## config.mk

```make
export PLATFORM = sky130hd
export DESIGN_NAME = awu_sqrt
export DESIGN_NICKNAME = d
export VERILOG_FILES = /design/src/rtl/core/awu_sqrt.sv
export SDC_FILE = /design/constraint.sdc
export NUM_CORES = 2
export LEC_CHECK = 0
export BUFFER_PORTS_ARGS = -buffer_cell sky130_fd_sc_hd__buf_2
export CAP_MARGIN = 25
export CORE_UTILIZATION = 30
export CTS_BUF_LIST = sky130_fd_sc_hd__clkbuf_4 sky130_fd_sc_hd__clkbuf_8
export CTS_CLUSTER_SIZE = 8
export DETAILED_ROUTE_END_ITERATION = 6
export GPL_TIMING_DRIVEN = 0
export PLACE_DENSITY = 0.41
export SYNTH_ARGS = -nofsm -noshare
export SYNTH_HDL_FRONTEND = slang
export SYNTH_SLANG_ARGS = --single-unit
export TNS_END_PERCENT = 5
```

## constraint.sdc

```tcl
create_clock -name clock -period 4.6 [get_ports clock]
set_input_delay 0.92 -clock clock [delete_from_list [all_inputs] [get_ports clock]]
set_output_delay 0.92 -clock clock [all_outputs]
set_load 0.01 [all_outputs]
```

## src/rtl/core/awu_sqrt.sv

```systemverilog
// Pipelined square root with a per-stage payload; one result bit per stage.
module awu_sqrt #(
   parameter int IN_W  = 64,
   parameter int PAY_W = 8
) (
   input  logic                 clock,
   input  logic                 reset,
   input  logic                 advance,
   input  logic                 in_valid,
   input  logic [IN_W-1:0]      in_rad,
   input  logic [PAY_W-1:0]     in_pay,
   output logic                 out_valid,
   output logic [IN_W/2-1:0]    out_root,
   output logic [PAY_W-1:0]     out_pay
);
   localparam int N = IN_W / 2;

   // Stage inputs: index 0 is the request, index i+1 the output of stage i
   wire [IN_W-1:0]  rad_s  [N+1];
   wire [N+1:0]     rem_s  [N+1];
   wire [N-1:0]     root_s [N+1];
   wire [PAY_W-1:0] pay_s  [N+1];
   logic [N-1:0]    vld_ff;

   assign rad_s[0]  = in_rad;
   assign rem_s[0]  = '0;
   assign root_s[0] = '0;
   assign pay_s[0]  = in_pay;

   // Restoring root: bring down two bits, try 4r+1
   for (genvar i = 0; i < N; i++) begin : g_stage
      logic [IN_W-1:0]  rad_ff;
      logic [N+1:0]     rem_ff;
      logic [N-1:0]     root_ff;
      logic [PAY_W-1:0] pay_ff;
      logic [N+1:0]     trial, cand;
      assign cand  = {rem_s[i][N-1:0], rad_s[i][IN_W-1 -: 2]};
      assign trial = {root_s[i], 2'b01};
      always_ff @(posedge clock) begin
         if (advance) begin
            rad_ff <= rad_s[i] << 2;
            pay_ff <= pay_s[i];
            if (cand >= trial) begin
               rem_ff  <= cand - trial;
               root_ff <= {root_s[i][N-2:0], 1'b1};
            end else begin
               rem_ff  <= cand;
               root_ff <= {root_s[i][N-2:0], 1'b0};
            end
         end
      end
      assign rad_s[i+1]  = rad_ff;
      assign rem_s[i+1]  = rem_ff;
      assign root_s[i+1] = root_ff;
      assign pay_s[i+1]  = pay_ff;
   end

   // Hold valid bits per stage
   always_ff @(posedge clock) begin
      if (reset) begin
         vld_ff <= '0;
      end else if (advance) begin
         vld_ff <= {vld_ff[N-2:0], in_valid};
      end
   end

   assign out_valid = vld_ff[N-1];
   assign out_root  = root_s[N];
   assign out_pay   = pay_s[N];
endmodule

```

==> metrics <==
Total Die Area=0.4098 mm2; Critical Path RT=5430 ps; final hold violations=0; Final period util=0.9817; worst reg2reg startpoint=g_stage[18].rad_ff[63]; Total GRT Usage=0.1311; worst-path cell chain=inv_1 -> ha_1 -> nor2b_1 -> o21a_1 -> o21ai_0 -> a31o_2 -> a31o_2 -> a211oi_1 -> nor3_1 -> clkbuf_1 -> clkbuf_1 -> o21ai_0; antenna violations before repair=7; Seq/Total Area, Yosys=0.6714; residual DRC count=0; worst-skew pair later-pin latency=1180 ps; RSZ-0062 raised after global routing=yes; Final Critical Period=4516 ps; Worst IR Drop VDD=0.2522 mV; H-tree depth=6; Chip Width=640.1 um; die height=640.1 um; synthesized flop and latch total=2742; area of the mapped netlist=0.1222 mm2; Slew Viols, Final=0; Area Growth Syn to Fin=15.62%; Clock Tree Buf Depth=4; Placed Cells=14540; Top delay family on crit path=compound AO/OA/AOI/OAI gates; multi-input logic area=0.03698 mm2; Sink Count=2742; layout cell share with drive strength beyond 1=0.1165; CP startpoint=g_stage[18].rad_ff[63]; fin nets=10379; mean post-synth cell area=13.58 um2; P_leak=53.05 nW; slowest CP cell=clkbuf_1; max-cap violations=0; # IOs=117; Routed WL per cell=17.62 um; Clock Tree Root=clkbuf_8; kind of critical path=register to register; final setup vio count=0; First DRT Iteration DRCs=4605; register area=0.08202 mm2; Initial Util=0.3023; Slew headroom=0.2890; Final Wtd Congestion=0.8513; Achievable Freq=221.4 MHz; vias=71672; final core occ=0.3496; worst-margin pin slew=1067 ps; slowest cell delay on critical path=650 ps; Crit Path Max Fanout=10; distinct cell type count after synthesis=89; Synth Instances=8994; Post-Synthesis Net Count=9634; hold_sp=advance; FFs w/ async S/R, synth=0; CTS Buf Count=526; Port Buf Inserts=116; global-route wire length before repair=422900 um; grt ovf=0; Post-synth top flop=edfxtp_1; pin count of the biggest net entering global routing=170; endpoint class of the critical path=register; status=complete, no violations; final wirelength=273600 um; Clock Skew=43.61 ps; CTS tree=built; Post-synth EDFFs=2710; drt pass-1 iters=6; setup repair bufs after CTS=0; crit start category=register; ANT nets after route=0; Core ar.=0.4041 mm2; Worst Path Buf+Inv=3; Worst EP arrival=5350 ps; Synthesis Warnings=0; post-route insts no fill=15534; Min-Delay Path Class=input pin to register; routed vias/inst=4.614; row count=233; Power Density=505.5 mW/mm2; hpwl dp=193000 um; Worst-path clk slew=60 ps; Filler cells=39503; vias in the first global route=73081; worst hold slack=176.0 ps
cells by family after synthesis:
| logic type | count (synthesis) | synth area share |
|---|---|---|
| simple gates | 2173 | 0.08781 |
| other cells | 1 | 0.00003070 |
| flops | 2742 | 0.6714 |
| buf+inv | 869 | 0.02689 |
| compound gates | 1709 | 0.08625 |
| fa+ha+maj | 564 | 0.05776 |
| mux | 159 | 0.01417 |
| xor+xnor | 777 | 0.05571 |
flip-flops by register name (all words and copies together) (netlist names):
signal           flops
g_stage.pay_ff     248
g_stage.rad_ff     992
g_stage.rem_ff     934
g_stage.root_ff    496
out_pay              8
out_root            32
vld_ff              32
layout by cell type (no fill, tap or decap), types with 49 or more instances in the layout:
cell type / n
clkbuf_8: 532
nand3_1: 133
o21a_1: 92
o31ai_1: 58
nand2_1: 552
ha_1: 564
nand4_1: 105
clkbuf_4: 172
nor2_1: 541
or3_1: 94
a21o_1: 232
edfxtp_1: 2710
nor3_1: 199
clkinv_1: 106
o21ai_0: 434
inv_1: 691
and3_1: 49
clkbuf_1: 135
xnor2_1: 405
nor4_1: 103
buf_2: 129
xor2_1: 371
nor2b_1: 74
nand2b_1: 112
a21oi_1: 550
mux2_2: 112
dlygate4sd3_1: 75
cell type report:
class                   count  share of cell area
diodes                      5          0.00008858
inverters                 695             0.01847
plain buffers             174            0.004899
repair buffers            217             0.01352
multi-input cells        5383              0.2618
clock buffers             703             0.06093
well taps                5405             0.04788
flip-flops and latches   2742              0.5807
clock inverters           210             0.01173
cells in the mapped netlist (all sizes together) (105+ instances only):
cell | n | area (um2)
edfxtp | 2710 | 81380
inv | 693 | 2601
ha | 564 | 7057
a21oi | 555 | 2778
nand2 | 553 | 2078
nor2 | 541 | 2031
o21ai | 437 | 2187
xnor2 | 406 | 3556
xor2 | 371 | 3249
a21o | 232 | 1742
nor3 | 202 | 1021
clkbuf | 141 | 529.3
nand3 | 133 | 665.6
mux2 | 112 | 1261
nand2b | 112 | 700.7
nor4 | 107 | 699.4
nand4 | 105 | 656.9
power breakdown:
part	internal (W)	leakage, nW	switching (W)	total (W)
clock network	0.0131	5.39	0.0107	0.0238
logic	0.00588	21.3	0.00831	0.0142
registers	0.0315	26.4	0.00189	0.0334
total	0.0505	53.0	0.0209	0.0714
what timing repair did:
| action | CTS | global route |
|---|---|---|
| resized for setup | 21 | 19 |
| endpoints found under the setup margin | 110 | 130 |
| hold buffers | 75 | 0 |
| endpoints found under the hold margin | 75 | 0 |
| pin swaps | 0 | 1 |
path summary, 6_finish.rpt:
path	to	slack, ps	depth (start not counted)
max	g_stage[19].rem_ff[18]	80	12
min reg2reg	g_stage[6].rad_ff[29]	390	0
max reg2reg	g_stage[19].rem_ff[18]	80	12
min	g_stage[0].rad_ff[4]	180	1
routing by layer:
layer / vias up / share of wire / GRT usage
li1: 34960 / - / -
met1: 34620 / 0.44 / 0.1665
met2: 1511 / 0.48 / 0.2203
met3: 581 / 0.048 / 0.02587
met4: 0 / 0.036 / 0.04901
met5: - / 0 / 0
through the flow:
stage	setup TNS, ps	instance area, um2	power [W]	setup slack, ps
after global routing	-1619	141300	0.07576	-126.0
after CTS	0	141200	0.07287	3.366
after global placement	-	129500	0.05013	-43110
after detailed placement	-52690	130100	0.04804	-506.6
after floorplan	0	122200	0.04315	1072
final	0	141300	0.07141	83.97
worst reg2reg max path, cell delays in order, from the launching register on:
cell and delay (ps):
edfxtp_1 600, inv_1 190, ha_1 200, nor2b_1 50, o21a_1 170, o21ai_0 390, a31o_2 280, a31o_2 180
a211oi_1 100, nor3_1 400, clkbuf_1 620, clkbuf_1 660, o21ai_0 340
(Power assumes the default switching activity.)
